## src/hdl/pcf_pkg.sv

```systemverilog
`default_nettype none
package pcf_pkg;

  localparam int MOD_W = 5;
  localparam int DEG_W = 2;
  localparam int IDX_W = 20;
  localparam int ROW_W = 10;
  localparam int PROD_W = 2 * MOD_W;
  localparam int PADDR_W = 3;
  localparam int PDATA_W = 32;

  localparam int DIV_BITS = 4;
  localparam int DIV_STEPS = IDX_W / DIV_BITS;
  localparam int DIV_CNT_W = $clog2(DIV_STEPS);

  localparam int MAX_MODULUS_DEF = 31;
  localparam int MAX_DEGREE_DEF = 3;

  localparam logic [MOD_W-1:0] MODULUS_RESET = MOD_W'(7);
  localparam logic [DEG_W-1:0] DEGREE_RESET = DEG_W'(2);

  localparam logic REG_MODULUS = 1'b0;
  localparam logic REG_DEGREE = 1'b1;

  typedef struct packed {
    logic load;
    logic div_step;
    logic pt_init;
    logic mul;
    logic red;
    logic emit;
  } pcf_cmd_t;

  typedef struct packed {
    logic div_last;
    logic dig_last;
    logic k_zero;
    logic i_zero;
    logic pt_last;
  } pcf_sts_t;

  function automatic logic [MOD_W-1:0] pcf_reduce(input logic [PROD_W-1:0] v,
                                                   input logic [MOD_W-1:0] q);
    logic [PROD_W:0] r;
    logic [PROD_W:0] d;
    r = {1'b0, v};
    for (int s = MOD_W; s >= 0; s--) begin
      d = (PROD_W + 1)'({1'b0, q}) << s;
      if (r >= d) begin
        r = r - d;
      end
    end
    return r[MOD_W-1:0];
  endfunction

endpackage
`default_nettype wire

```

## src/hdl/pcf_ctrl.sv

```systemverilog
`default_nettype none
module pcf_ctrl
  import pcf_pkg::*;
(
  input  wire        clk,
  input  wire        rst_n,
  input  wire        start,
  output logic       busy,
  input  pcf_sts_t   sts,
  output pcf_cmd_t   cmd
);

  typedef enum logic [5:0] {
    ST_IDLE = 6'b000001,
    ST_DIV  = 6'b000010,
    ST_INIT = 6'b000100,
    ST_MUL  = 6'b001000,
    ST_RED  = 6'b010000,
    ST_EMIT = 6'b100000
  } state_t;

  state_t state_r;
  state_t state_nxt;

  always_comb begin
    state_nxt = state_r;
    cmd = '0;
    unique case (state_r)
      ST_IDLE: begin
        if (start) begin
          cmd.load = 1'b1;
          state_nxt = ST_DIV;
        end
      end
      ST_DIV: begin
        cmd.div_step = 1'b1;
        if (sts.div_last && sts.dig_last) begin
          state_nxt = ST_INIT;
        end
      end
      ST_INIT: begin
        cmd.pt_init = 1'b1;
        state_nxt = sts.k_zero ? ST_EMIT : ST_MUL;
      end
      ST_MUL: begin
        cmd.mul = 1'b1;
        state_nxt = ST_RED;
      end
      ST_RED: begin
        cmd.red = 1'b1;
        state_nxt = sts.i_zero ? ST_EMIT : ST_MUL;
      end
      ST_EMIT: begin
        cmd.emit = 1'b1;
        state_nxt = sts.pt_last ? ST_IDLE : ST_INIT;
      end
      default: begin
        state_nxt = ST_IDLE;
      end
    endcase
  end

  always_ff @(posedge clk) begin
    if (!rst_n) begin
      state_r <= ST_IDLE;
    end else begin
      state_r <= state_nxt;
    end
  end

  assign busy = (state_r != ST_IDLE);

endmodule
`default_nettype wire

```

## src/hdl/pcf_dp.sv

```systemverilog
`default_nettype none
module pcf_dp
  import pcf_pkg::*;
#(
  parameter int MAX_MODULUS = MAX_MODULUS_DEF,
  parameter int MAX_DEGREE = MAX_DEGREE_DEF
) (
  input  wire               clk,
  input  wire               rst_n,
  input  pcf_cmd_t          cmd,
  output pcf_sts_t          sts,
  input  wire [MOD_W-1:0]   modulus,
  input  wire [DEG_W-1:0]   degree,
  input  wire [IDX_W-1:0]   member_index,
  output logic              res_strobe,
  output logic [MOD_W-1:0]  res_eval_point,
  output logic [MOD_W-1:0]  res_poly_value,
  output logic [ROW_W-1:0]  res_group_row,
  output logic              res_last
);

  localparam int NCOEF = MAX_DEGREE + 1;
  localparam int DW = (NCOEF > 1) ? $clog2(NCOEF) : 1;

  logic [MOD_W-1:0]     q_eff;
  logic [DW-1:0]        k_eff;

  logic [MOD_W-1:0]     q_r;
  logic [DW-1:0]        k_r;
  logic [IDX_W-1:0]     rest_r;
  logic [MOD_W-1:0]     rem_r;
  logic [DIV_CNT_W-1:0] div_cnt_r;
  logic [DW-1:0]        dig_r;
  logic [MOD_W-1:0]     coef_r [NCOEF];
  logic [MOD_W-1:0]     x_r;
  logic [DW-1:0]        i_r;
  logic [MOD_W-1:0]     acc_r;
  logic [PROD_W-1:0]    prod_r;

  logic [MOD_W:0]       rem_nxt;
  logic [IDX_W-1:0]     quo_nxt;
  logic [DW-1:0]        rd_idx;
  logic [MOD_W-1:0]     coef_rd;
  logic                 div_last;

  always_comb begin
    q_eff = modulus;
    if (modulus < MOD_W'(2)) begin
      q_eff = MOD_W'(2);
    end else if (int'(modulus) > MAX_MODULUS) begin
      q_eff = MOD_W'(MAX_MODULUS);
    end
    if (int'(degree) > MAX_DEGREE) begin
      k_eff = DW'(MAX_DEGREE);
    end else begin
      k_eff = DW'(degree);
    end
  end

  // restoring division, DIV_BITS quotient bits per cycle
  always_comb begin
    rem_nxt = {1'b0, rem_r};
    quo_nxt = rest_r;
    for (int b = 0; b < DIV_BITS; b++) begin
      rem_nxt = {rem_nxt[MOD_W-1:0], quo_nxt[IDX_W-1]};
      quo_nxt = {quo_nxt[IDX_W-2:0], 1'b0};
      if (rem_nxt >= {1'b0, q_r}) begin
        rem_nxt = rem_nxt - {1'b0, q_r};
        quo_nxt[0] = 1'b1;
      end
    end
  end

  assign div_last = (div_cnt_r == DIV_CNT_W'(DIV_STEPS - 1));
  assign rd_idx = cmd.pt_init ? k_r : i_r - DW'(1);
  assign coef_rd = coef_r[rd_idx];

  assign sts.div_last = div_last;
  assign sts.dig_last = (dig_r == k_r);
  assign sts.k_zero = (k_r == '0);
  assign sts.i_zero = (i_r == '0);
  assign sts.pt_last = (x_r == q_r - MOD_W'(1));

  always_ff @(posedge clk) begin
    if (cmd.load) begin
      q_r <= q_eff;
      k_r <= k_eff;
      rest_r <= member_index;
      rem_r <= '0;
      div_cnt_r <= '0;
      dig_r <= '0;
      x_r <= '0;
    end
    if (cmd.div_step) begin
      rest_r <= quo_nxt;
      if (div_last) begin
        coef_r[dig_r] <= rem_nxt[MOD_W-1:0];
        rem_r <= '0;
        div_cnt_r <= '0;
        dig_r <= dig_r + DW'(1);
      end else begin
        rem_r <= rem_nxt[MOD_W-1:0];
        div_cnt_r <= div_cnt_r + DIV_CNT_W'(1);
      end
    end
    if (cmd.pt_init) begin
      acc_r <= coef_rd;
      i_r <= k_r;
    end
    if (cmd.mul) begin
      prod_r <= ({{MOD_W{1'b0}}, acc_r} * {{MOD_W{1'b0}}, x_r})
                + {{MOD_W{1'b0}}, coef_rd};
      i_r <= i_r - DW'(1);
    end
    if (cmd.red) begin
      acc_r <= pcf_reduce(prod_r, q_r);
    end
    if (cmd.emit) begin
      x_r <= x_r + MOD_W'(1);
      res_eval_point <= x_r;
      res_poly_value <= acc_r;
      res_group_row <= ({{MOD_W{1'b0}}, x_r} * {{MOD_W{1'b0}}, q_r})
                       + {{MOD_W{1'b0}}, acc_r};
      res_last <= (x_r == q_r - MOD_W'(1));
    end
  end

  always_ff @(posedge clk) begin
    if (!rst_n) begin
      res_strobe <= 1'b0;
    end else begin
      res_strobe <= cmd.emit;
    end
  end

endmodule
`default_nettype wire

```

## src/hdl/polynomial_cover_free_group_map.sv

```systemverilog
// Cover-free family column generator over the integers mod q.
// Input: pulse start with in_member_index while busy is low; the transaction
// is taken at that edge and busy rises on the next cycle.
// The low k+1 base-q digits of the index are the coefficients of p(x).
// Output: one transaction per point x = 0 .. q-1, in order, each shown for a
// single cycle with out_strobe; out_last marks x = q-1. The receiver cannot
// stall, so results must be taken as they appear.
// Steps: digit extraction runs k+1 divisions (four quotient bits a cycle in
// the shared divider), then each point runs an init step, one multiply-add
// and one reduction per Horner step, and an emit step.
// One item is processed at a time; the next may start on the cycle the last
// result is shown.
// Configuration: APB registers modulus (0x0) and degree (0x4), written by the
// user only while idle; the block itself does not enforce this. Reset returns
// q = 7, k = 2 and an idle block; no clearing pass.
`default_nettype none
module polynomial_cover_free_group_map
  import pcf_pkg::*;
#(
  parameter int MAX_MODULUS = MAX_MODULUS_DEF,
  parameter int MAX_DEGREE = MAX_DEGREE_DEF
) (
  input  wire                 clk,
  input  wire                 rst_n,
  input  wire                 start,
  output logic                busy,
  input  wire [IDX_W-1:0]     in_member_index,
  output logic                out_strobe,
  output logic [MOD_W-1:0]    out_eval_point,
  output logic [MOD_W-1:0]    out_poly_value,
  output logic [ROW_W-1:0]    out_group_row,
  output logic                out_last,
  input  wire                 psel,
  input  wire                 penable,
  input  wire                 pwrite,
  input  wire [PADDR_W-1:0]   paddr,
  input  wire [PDATA_W-1:0]   pwdata,
  output logic [PDATA_W-1:0]  prdata,
  output logic                pready
);

  logic [MOD_W-1:0] cfg_modulus_r;
  logic [DEG_W-1:0] cfg_degree_r;
  logic             cfg_wr;
  pcf_cmd_t         cmd;
  pcf_sts_t         sts;

  assign pready = 1'b1;
  assign cfg_wr = psel && penable && pwrite && pready;

  always_ff @(posedge clk) begin
    if (!rst_n) begin
      cfg_modulus_r <= MODULUS_RESET;
      cfg_degree_r <= DEGREE_RESET;
    end else if (cfg_wr) begin
      unique case (paddr[2])
        REG_MODULUS: cfg_modulus_r <= pwdata[MOD_W-1:0];
        REG_DEGREE:  cfg_degree_r <= pwdata[DEG_W-1:0];
        default: ;
      endcase
    end
  end

  always_comb begin
    unique case (paddr[2])
      REG_MODULUS: prdata = {{(PDATA_W-MOD_W){1'b0}}, cfg_modulus_r};
      REG_DEGREE:  prdata = {{(PDATA_W-DEG_W){1'b0}}, cfg_degree_r};
      default:     prdata = '0;
    endcase
  end

  pcf_ctrl u_ctrl (
    .clk   (clk),
    .rst_n (rst_n),
    .start (start),
    .busy  (busy),
    .sts   (sts),
    .cmd   (cmd)
  );

  pcf_dp #(
    .MAX_MODULUS (MAX_MODULUS),
    .MAX_DEGREE  (MAX_DEGREE)
  ) u_dp (
    .clk            (clk),
    .rst_n          (rst_n),
    .cmd            (cmd),
    .sts            (sts),
    .modulus        (cfg_modulus_r),
    .degree         (cfg_degree_r),
    .member_index   (in_member_index),
    .res_strobe     (out_strobe),
    .res_eval_point (out_eval_point),
    .res_poly_value (out_poly_value),
    .res_group_row  (out_group_row),
    .res_last       (out_last)
  );

endmodule
`default_nettype wire

```

## config.mk

```make
export PLATFORM = sky130hd
export DESIGN_NAME = polynomial_cover_free_group_map
export DESIGN_NICKNAME = d
export VERILOG_FILES = /design/src/hdl/pcf_pkg.sv /design/src/hdl/pcf_ctrl.sv /design/src/hdl/pcf_dp.sv /design/src/hdl/polynomial_cover_free_group_map.sv
export SDC_FILE = /design/constraint.sdc
export NUM_CORES = 1
export LEC_CHECK = 0
export BUFFER_PORTS_ARGS = -buffer_cell sky130_fd_sc_hd__buf_2
export CORE_AREA = 3 3 158 160
export CTS_BUF_LIST = sky130_fd_sc_hd__clkbuf_16
export DETAILED_ROUTE_END_ITERATION = 16
export DIE_AREA = 0 0 161 163
export HOLD_SLACK_MARGIN = 0.06
export PLACE_DENSITY = 0.64
export SLEW_MARGIN = 10
export SYNTH_ARGS = -nofsm -noshare
export SYNTH_HDL_FRONTEND = slang
export SYNTH_SLANG_ARGS = --single-unit
export TNS_END_PERCENT = 50
```

## constraint.sdc

```tcl
create_clock -name clk -period 12.6 [get_ports clk]
set_clock_uncertainty 0.2 [all_clocks]
set_input_delay 3.15 -clock clk [delete_from_list [all_inputs] [get_ports clk]]
set_output_delay 3.15 -clock clk [all_outputs]
set_load 0.05 [all_outputs]
```

# Word-level counts from Yosys, hierarchy flattened
# Memory sizes are Yosys's and may differ from the RTL's.
# Cells that the tools add are included.
# word_totals
regBits	94
mem_count	1
wordCells	127
in_bits	61
ram_bits	20
# classes
mul	2
n_eq_ne	12
magnitude_cmp	11
muxes	53
n_addsub	17
reduce_logical	12
bitwise	1
# mem_list
name	words	width	rd	rd_clocked_by_memory_dff	write_ports	line_no	rtl
u_dp.coef_r	4	5	1	0	1	pcf_dp.sv:34	logic [MOD_W-1:0] coef_r [NCOEF];
# op_table
op	n
$mux 11	10
$pmux 32 s2	1
$mux 5	11
$mux 20	2
$pmux 6 s6	1
$sub 5x5->5	5
$ge 6x5->1	4
$mux 6	4
$add 10x5->10	2
$mul 5x5->10	2
$mux 1	14
$mux 2	6
$mux 3	4
$ge 11x5->1	1
$ge 11x6->1	1
$ge 11x7->1	1
$ge 11x8->1	1
$ge 11x9->1	1
$sub 10x10->11	1
$sub 11x6->11	1
$sub 11x7->11	1
$sub 11x8->11	1
$sub 11x9->11	1
$ge 10x10->1	1
23 further kinds	31

# Depth between registers and ports, before layout
# Gate-level depths: netlist (run 1).
# logic_depth
depth_word	18
mapped_depth	55

# By module
# Synthesis (run 1) repeated with hierarchy kept, for this count alone.
# unflattened
hier_cells	942
area_unflattened_um2	9789.4
# modules_own_cells
module	area_per_inst_um2	cells_per_inst	seq_area_each_um2	n_inst
pcf_dp	8851.0	834	3002.9	1
polynomial_cover_free_group_map	578.1	66	140.1	1
pcf_ctrl	360.3	42	120.1	1

# Least setup slack after synthesis (run 1)
# Ideal clock, no wire load.
# synth_path
path_type	register -> register
startpoint	register u_dp.q_r[1]
endpoint	register u_dp.acc_r[0], data pin
period_less_slack_ps	11512
stages_incl_launch_ff	50
arrival_ps	11166
setup_slack_ps	1088
cell_sequence	edfxtp_1 inv_1 ha_1 nand3b_1 or3_4 and3_1 o31ai_1 ha_1 and2_1 a211o_1 or4b_1 buf_4 mux2i_1 ha_1 nor2b_1 o21ai_0 nand2b_1 a211oi_1 [... 14 more ...] ha_1 nor2b_1 o21ai_0 nand2b_1 a41o_1 a2111oi_4 nand2_1 mux2i_1 ha_1 o21ai_0 a21boi_0 o21ai_0 nand2b_1 a21oi_1 nand3_1 a211oi_4 mux2_1 o21ai_1
# synth_between
elab_chain_cells	18
word_cells_on_any_way	24
classes_between	add/sub: 6; order compare: 6; mux: 12
# synth_lines
item	line_no	rtl
start, declared	pcf_dp.sv:28	logic [MOD_W-1:0] q_r;
start signal, assigned	pcf_dp.sv:86	q_r <= q_eff;
$sub 10x10->11 / $ge 10x10->1 (equally long branches)	pcf_pkg.sv:50, pcf_pkg.sv:49	
$mux 11	pcf_pkg.sv:49	if (r >= d) begin
$mux 11	pcf_dp.sv:115	if (cmd.red) begin
$sub 11x9->11 / $ge 11x9->1 (equally long branches)	pcf_pkg.sv:50, pcf_pkg.sv:49	
$mux 11	pcf_pkg.sv:49	
$mux 11	pcf_dp.sv:115	
$sub 11x8->11 / $ge 11x8->1 (equally long branches)	pcf_pkg.sv:50, pcf_pkg.sv:49	
$mux 11	pcf_pkg.sv:49	
[... 2 more ...]	n/a	
$mux 11	pcf_pkg.sv:49	
$mux 11	pcf_dp.sv:115	
$sub 11x6->11 / $ge 11x6->1 (equally long branches)	pcf_pkg.sv:50, pcf_pkg.sv:49	
$mux 11	pcf_pkg.sv:49	
$mux 11	pcf_dp.sv:115	
$ge 11x5->1 / $sub 5x5->5 (equally long branches)	pcf_pkg.sv:49, pcf_pkg.sv:50	
$mux 5 (*)	pcf_pkg.sv:49	
$mux 5 (*)	pcf_dp.sv:115	
end signal, assigned	pcf_dp.sv:107	acc_r <= coef_rd;
end signal, assigned	pcf_dp.sv:116	acc_r <= pcf_reduce(prod_r, q_r);
end, declared	pcf_dp.sv:37	logic [MOD_W-1:0] acc_r;
# Mark *: on every way between the ends. The rest lies on a longest branch, timed or not. The select of a mux whose other input is x is not followed.
# A chain may end at the register's enable or synchronous reset.

# Final worst setup path (run 1)
# layout_path
startpoint	register u_dp.q_r[4]
endpoint	register u_dp.acc_r[0], data pin
# The elaborated chain is that of the path after synthesis.

==> results of run 1 <==
-- flip-flops by register name, summed over array words and instances, names as in the netlist, 3 cells and up --
| register | count |
|---|---|
| cfg_modulus_r | 5 |
| u_ctrl.state_r | 6 |
| u_dp.acc_r | 5 |
| u_dp.coef_r | 20 |
| u_dp.div_cnt_r | 3 |
| u_dp.prod_r | 10 |
| u_dp.q_r | 5 |
| u_dp.rem_r | 5 |
| u_dp.res_eval_point | 5 |
| u_dp.res_group_row | 10 |
| u_dp.res_poly_value | 5 |
| u_dp.rest_r | 20 |
| u_dp.x_r | 5 |
-- stage by stage --
step                      hold slack (ns)  utilization (%)  cells  worst slack (ns)  power [mW]
after floorplan                     0.224                -    932              1.09        1.31
after global placement              0.247             43.0   1287             0.889        1.51
after detailed placement            0.251             43.0   1287             0.803        1.53
after CTS                           0.264             45.3   1319             0.713        1.97
after global routing                0.279             45.3   1319            0.0401        2.12
final                               0.266             45.3   1319             0.913        1.96
-- layer usage --
metal / GRT usage, % / share of wire, % / routed length [um] / vias up
met5: 0 / 0 / 0 / -
met4: 4.30 / 1.1 / 209 / 0
met3: 2.31 / 2.4 / 460 / 20
met2: 25.6 / 49 / 9230 / 89
met1: 20.1 / 48 / 9050 / 3191
li1: - / - / - / 3324
-- report_power, final --
| group | switching [mW] | internal [mW] | total (mW) | leakage (nW) |
|---|---|---|---|---|
| combinational | 0.589 | 0.426 | 1.01 | 3.46 |
| sequential | 0.0157 | 0.501 | 0.517 | 1.03 |
| clock | 0.166 | 0.265 | 0.430 | 0.272 |
| total | 0.770 | 1.19 | 1.96 | 4.76 |
-- cell usage in the layout, fill, tap and decap left out, drive strengths merged, types with 3 or more instances in the layout --
cell type	n
clkbuf	17
or4	3
nor2b	17
o21a	5
nand2	61
mux2	40
or2	4
inv	87
dfxtp	16
o21ai	41
xnor2	28
mux2i	30
nand3	13
o32ai	3
fa	38
nor3	14
nand3b	6
a21oi	41
and3	4
nand4	5
and3b	3
o21bai	7
o211ai	4
nor2	42
o31ai	8
a21o	23
a31oi	6
a211oi	10
or3	4
buf	84
nand2b	13
and2	39
edfxtp	98
clkinv	8
nor4	5
conb	28
ha	96
xor2	21
-- cell type report --
cell class / instances / area [um^2] / share of cell area [%]
Clock buffer: 17 / 425 / 3.99
Clock inverter: 15 / 105 / 0.986
Inverter: 83 / 312 / 2.92
Multi-Input combinational cell: 687 / 5680 / 53.2
Sequential cell: 114 / 3260 / 30.6
Tap cell: 319 / 399 / 3.74
Timing Repair Buffer: 84 / 483 / 4.53
-- logic make-up after synthesis --
kind of cell,Yosys count
other cells,2
buf+inv,131
xor+xnor,49
compound gates,166
simple gates,238
flops,114
fa+ha+maj,134
mux,72
-- worst paths after layout --
check             depth (start not counted)                      end                         start  slack [ns]
setup / recovery                         48  u_dp.acc_r[0]$_DFFE_PP_     u_dp.q_r[4]$_SDFFCE_PN0P_        0.91
hold / removal                            0    u_dp.k_r[0]$_DFFE_PP_  cfg_degree_r[0]$_SDFFE_PN0P_        0.27
setup reg to reg                         48  u_dp.acc_r[0]$_DFFE_PP_     u_dp.q_r[4]$_SDFFCE_PN0P_        0.91
hold reg to reg                           0    u_dp.k_r[0]$_DFFE_PP_  cfg_degree_r[0]$_SDFFE_PN0P_        0.27
==> impl_results.md, run 1 <==
- Final nets: 1,182
- Family with the most delay on the worst path: compound AO/OA/AOI/OAI gates
- Mapped Cells: 906
- Area share of the largest cell type after synthesis: 31.2%
- Pin count of the biggest net entering global routing: 33
- Simple-gate area share of the yosys netlist: 13.3%
- Largest family of logic cells by synthesized area: adder cells
- P per Cell Area: 184 nW/um^2
- Slew HR: 34.4%
- Max Freq: 85.6 MHz
- Detailed Routing Iterations Pass 1: 4
- Total Routing Usage GR: 15.1%
- Largest area contributor in the netlist: edfxtp_1
- Detail Placement HPWL: 14,600 um
- Compound-gate portion of the synthesized area: 11.7%
- Cell mode on critical path: ha_1
- Worst-Margin Slew: 0.984 ns
- Top cells by count, synth: 98 x edfxtp_1, 96 x ha_1, 83 x inv_1, 61 x nand2_1, 42 x nor2_1
- Post-synthesis mux area share: 8.60%
- Flop and latch count out of synthesis: 114
- Hold_buf cts: 0
- Via density: 5.02
- CP max stage cell: or4b_4
- Layout cells sized above 1: 16.7%
- Post-synthesis cell type count: 70
- Post-route ant nets: 0
- Clk Latency, worst-skew pair: 0.41 ns
- Grt total ovfl: 0
- Synthesis-to-finish area growth: 12.9%
- LEAKAGE: 4.76 nW
- Clock Sinks: 114
- IO Port Bufs: 59
- First-pass GRT wire length: 32,400 um
- Die Width: 161 um
- Critical Path AT: 11.74 ns
- Initial core utilization: 40.1%
- Worst EP required: 12.65 ns
- CTS tree: built
- # H-tree levels: 4
- DRT Wirelength: 18,900 um
- Ys Warns: 0
- Count leader, synth: edfxtp_1
- CP Buf/Inv Count: 5
- Post-synth ARST share: 0%
- Sequential area share after synthesis: 34.6%
- VDD IR max: 129 uV
- Xor/xnor share of the synthesized area: 4.55%
- Iter 0 DRT Violations: 255
- Type of the most critical hold path: reg -> reg
- CP startpoint kind: flip-flop
- Clk pin slew, worst setup/hold paths: 0.05 ns
- Syn Std Cell Area: 9440 um^2
- Critical Path End Type: flip-flop
- WL per Instance: 14.4 um
- DIE AREA: 26,200 um^2
- Post-Syn Area per Cell: 10.4 um^2
- N_diodes: 0
- Post-synth top flop: edfxtp_1
- Via count: 6,624
- Fin area: 10,700 um^2
- EDFF count, synth: 98
- Max-cap violations: 0
- Setup Buffers After CTS: 0
- Final hold violation count: 0
- RSZ-0062 raised after global routing: no
- Crit-path max cell delay: 0.62 ns
- Cell Rows: 56
- Post-CTS resize count: 0
- Max Slew Vio Count: 0
- DP Area: 10,100 um^2
- Vias in the first global route: 6,695
- Gpl congestion: 0.821
- I/O pin cnt: 117
- Post-route clock period utilization: 92.8%
- Inserted Clock Buffers: 17
- Adder-cell share of the synthesized area: 20.8%
- # DRC: 0
- Status: finished clean
- Setup TNS: 0 ns
- # setup viols final: 0
- Synth area leaders: edfxtp_1 31%, ha_1 13%, fa_1 8.1%, mux2_2 4.7%, dfxtp_1 3.4%
- Critical path fanouts, max: 8
- Shortest period the worst path allows: 11.69 ns
- Setup CP Type: reg -> reg
- Clock tree buffer depth: 2
- Initial antenna violation count: 0
- Fillers: 2,266
- Root Buffer: clkbuf_16
- Die height: 163 um
- Core area: 23,500 um^2
(Power assumes the default switching activity.)
==> run 2, diff against run 1 <==
--- a/config.mk
+++ b/config.mk
@@ -6,12 +6,12 @@
 export NUM_CORES = 1
 export LEC_CHECK = 0
 export BUFFER_PORTS_ARGS = -buffer_cell sky130_fd_sc_hd__buf_2
-export CORE_AREA = 3 3 158 160
+export CORE_AREA = 3 3 117 147
 export CTS_BUF_LIST = sky130_fd_sc_hd__clkbuf_16
 export DETAILED_ROUTE_END_ITERATION = 16
-export DIE_AREA = 0 0 161 163
+export DIE_AREA = 0 0 120 150
 export HOLD_SLACK_MARGIN = 0.06
-export PLACE_DENSITY = 0.64
+export PLACE_DENSITY = 0.87
 export SLEW_MARGIN = 10
 export SYNTH_ARGS = -nofsm -noshare
 export SYNTH_HDL_FRONTEND = slang
==> run 2 against run 1 <==
  * Critical path depth shrank 3
  * Flip-flop and latch count is the same
  * Non-clock buffer count shrank 5
  * Count of clock-buffer cells in the layout grew 3
==> impl_results.md, run 2 (synthesis gave the netlist of run 1 again) <==
- Status: finished clean (unchanged)
- DIE AREA: 18,000 um^2 (was 26,200 um^2)
- DRT Wirelength: 20,300 um (was 18,900 um)
- Most common cell after layout, fill and taps aside: edfxtp_1 (unchanged)
- Commonest non-fill, non-tap cells in the layout: 98 x edfxtp_1, 96 x ha_1, 85 x inv_1 (was 98 x edfxtp_1, 96 x ha_1, 87 x inv_1)
- Max Freq: 84.9 MHz (was 85.6 MHz)
- Slew HR: 21.5% (was 34.4%)
- # DRC: 0 (unchanged)
- Setup TNS: 0 ns (unchanged)
- Clock Sinks: 114 (unchanged)
- Die Width: 120 um (was 161 um)
- N_diodes: 0 (unchanged)
- DP Area: 9940 um^2 (was 10,100 um^2)
- First-pass GRT wire length: 33,600 um (was 32,400 um)
- Vias in the first global route: 7,224 (was 6,695)
- Via density: 5.80 (was 5.02)
- Min Hold Slack: 0.272 ns (was 0.266 ns)
- WL per Instance: 16.8 um (was 14.4 um)
- Post-route clock period utilization: 93.5% (was 92.8%)
- Final nets: 1,177 (was 1,182)
- CP max stage cell: or4b_4 (unchanged)
- Critical Path End Type: flip-flop (unchanged)
- Detail Placement HPWL: 14,500 um (was 14,600 um)
- Detailed Routing Iterations Pass 1: 5 (was 4)
- Post-route ant nets: 0 (unchanged)
- Final Instance Count excl. Fillers: 1,211 (was 1,319)
- Clock tree buffer depth: 2 (unchanged)
- Cells after DPL: 1,177 (was 1,287)
- Clk pin slew, worst setup/hold paths: 0.06 ns (was 0.05 ns)
- Gpl congestion: 0.852 (was 0.821)
- Pin count of the biggest net entering global routing: 32 (was 33)
- Inserted Clock Buffers: 17 (unchanged)
- LEAKAGE: 4.76 nW (about the same)
- # setup viols final: 0 (unchanged)
- Area taken by multi-input logic gates: 5690 um^2 (was 5680 um^2)
- P per Cell Area: 192 nW/um^2 (was 184 nW/um^2)
- Via count: 7,022 (was 6,624)
- Total power: 2.02 mW (was 1.96 mW)
- Cell Rows: 52 (was 56)
- Fin area: 10,600 um^2 (was 10,700 um^2)
- CP startpoint kind: flip-flop (unchanged)
- Grt total ovfl: 0 (unchanged)
- Max Slew Vio Count: 0 (unchanged)
- Type of the most critical hold path: reg -> reg (unchanged)
- Biggest regs: u_dp.coef_r (20), u_dp.rest_r (20) (unchanged)
- Synthesis-to-finish area growth: 11.8% (was 12.9%)
- Max-cap violations: 0 (unchanged)
- RSZ-0062 raised after global routing: no (unchanged)
- Crit-path max cell delay: 0.61 ns (was 0.62 ns)
- Final hold violation count: 0 (unchanged)
- Layout cells sized above 1: 16.9% (was 16.7%)
- IO Port Bufs: 59 (unchanged)
- Critical path fanouts, max: 8 (unchanged)
- VDD IR max: 153 uV (was 129 uV)
- Core area: 16,100 um^2 (was 23,500 um^2)
- Fillers: 1,146 (was 2,266)
- Register area: 3260 um^2 (unchanged)
- # H-tree levels: 4 (unchanged)
- Initial antenna violation count: 0 (unchanged)
- Initial core utilization: 58.8% (was 40.1%)
- Iter 0 DRT Violations: 486 (was 255)
- Hold_buf cts: 0 (unchanged)
- I/O pin cnt: 117 (unchanged)
- Setup CP Type: reg -> reg (unchanged)
- Shortest period the worst path allows: 11.78 ns (was 11.69 ns)
- Clk Latency, worst-skew pair: 0.42 ns (was 0.41 ns)
- Root Buffer: clkbuf_16 (unchanged)
- Worst-Margin Slew: 1.15 ns (was 0.984 ns)
- Critical Path AT: 11.71 ns (was 11.74 ns)
- Die height: 150 um (was 163 um)
- Total Routing Usage GR: 23.1% (was 15.1%)
- CTS tree: built (unchanged)
- Worst EP required: 12.53 ns (was 12.65 ns)
==> run 2: path summary, 6_finish.rpt <==
path                                                   start  slack [ns]  depth (start not counted)                       to
worst max-delay path               u_dp.q_r[3]$_SDFFCE_PN0P_        0.82                         45  u_dp.acc_r[1]$_DFFE_PP_
worst max register to register     u_dp.q_r[3]$_SDFFCE_PN0P_        0.82                         45  u_dp.acc_r[1]$_DFFE_PP_
worst min register to register  cfg_degree_r[1]$_SDFFE_PN1P_        0.27                          0    u_dp.k_r[1]$_DFFE_PP_
worst min-delay path            cfg_degree_r[1]$_SDFFE_PN1P_        0.27                          0    u_dp.k_r[1]$_DFFE_PP_
==> run 2: layer usage <==
| metal | wire length [um] | track usage (%) | part of all wire (%) | up-vias |
|---|---|---|---|---|
| li1 | - | - | - | 3322 |
| met1 | 8000 | 26.1 | 39 | 3401 |
| met2 | 10600 | 41.8 | 52 | 224 |
| met3 | 928 | 3.67 | 4.6 | 75 |
| met4 | 808 | 12.1 | 4.0 | 0 |
| met5 | 0 | 0 | 0 | - |
==> run 2: report_power, final <==
group / total [mW] / switching (mW) / internal [mW]
sequential: 0.518 / 0.0165 / 0.501
combinational: 1.04 / 0.620 / 0.424
clock: 0.463 / 0.178 / 0.285
==> run 2: metrics by stage <==
stage / setup WS [ns] / util, %
global placement: 0.756 / 61.9
finish: 0.821 / 65.7
floorplan: 1.09 / -
global route: 0.0190 / 65.7
detailed placement: 0.435 / 61.9
CTS: 0.278 / 65.5
==> run 2: area by class of cell <==
class,instances,share of cell area [%]
clock inverters,12,0.735
inverters,83,2.95
flip-flops and latches,114,30.9
well taps,216,2.56
multi-input cells,687,53.9
repair buffers,79,4.22
clock buffers,20,4.74
==> run 2: critical path: cells and delay by family, from the launching register on <==
family                     cells  cell delay, ns
muxes                          7            2.04
adders and majority gates      6            2.02
and+or+nand+nor               16            3.11
DFF                            1            0.50
buffers and inverters          4            0.70
AOI/OAI and AO/OA             12            2.92
==> run 2: timing repair <==
| item | in CTS | in global routing |
|---|---|---|
| resized for setup | 0 | 7 |
| setup endpoints to repair | 0 | 5 |
| buffers inserted | 0 | 2 |
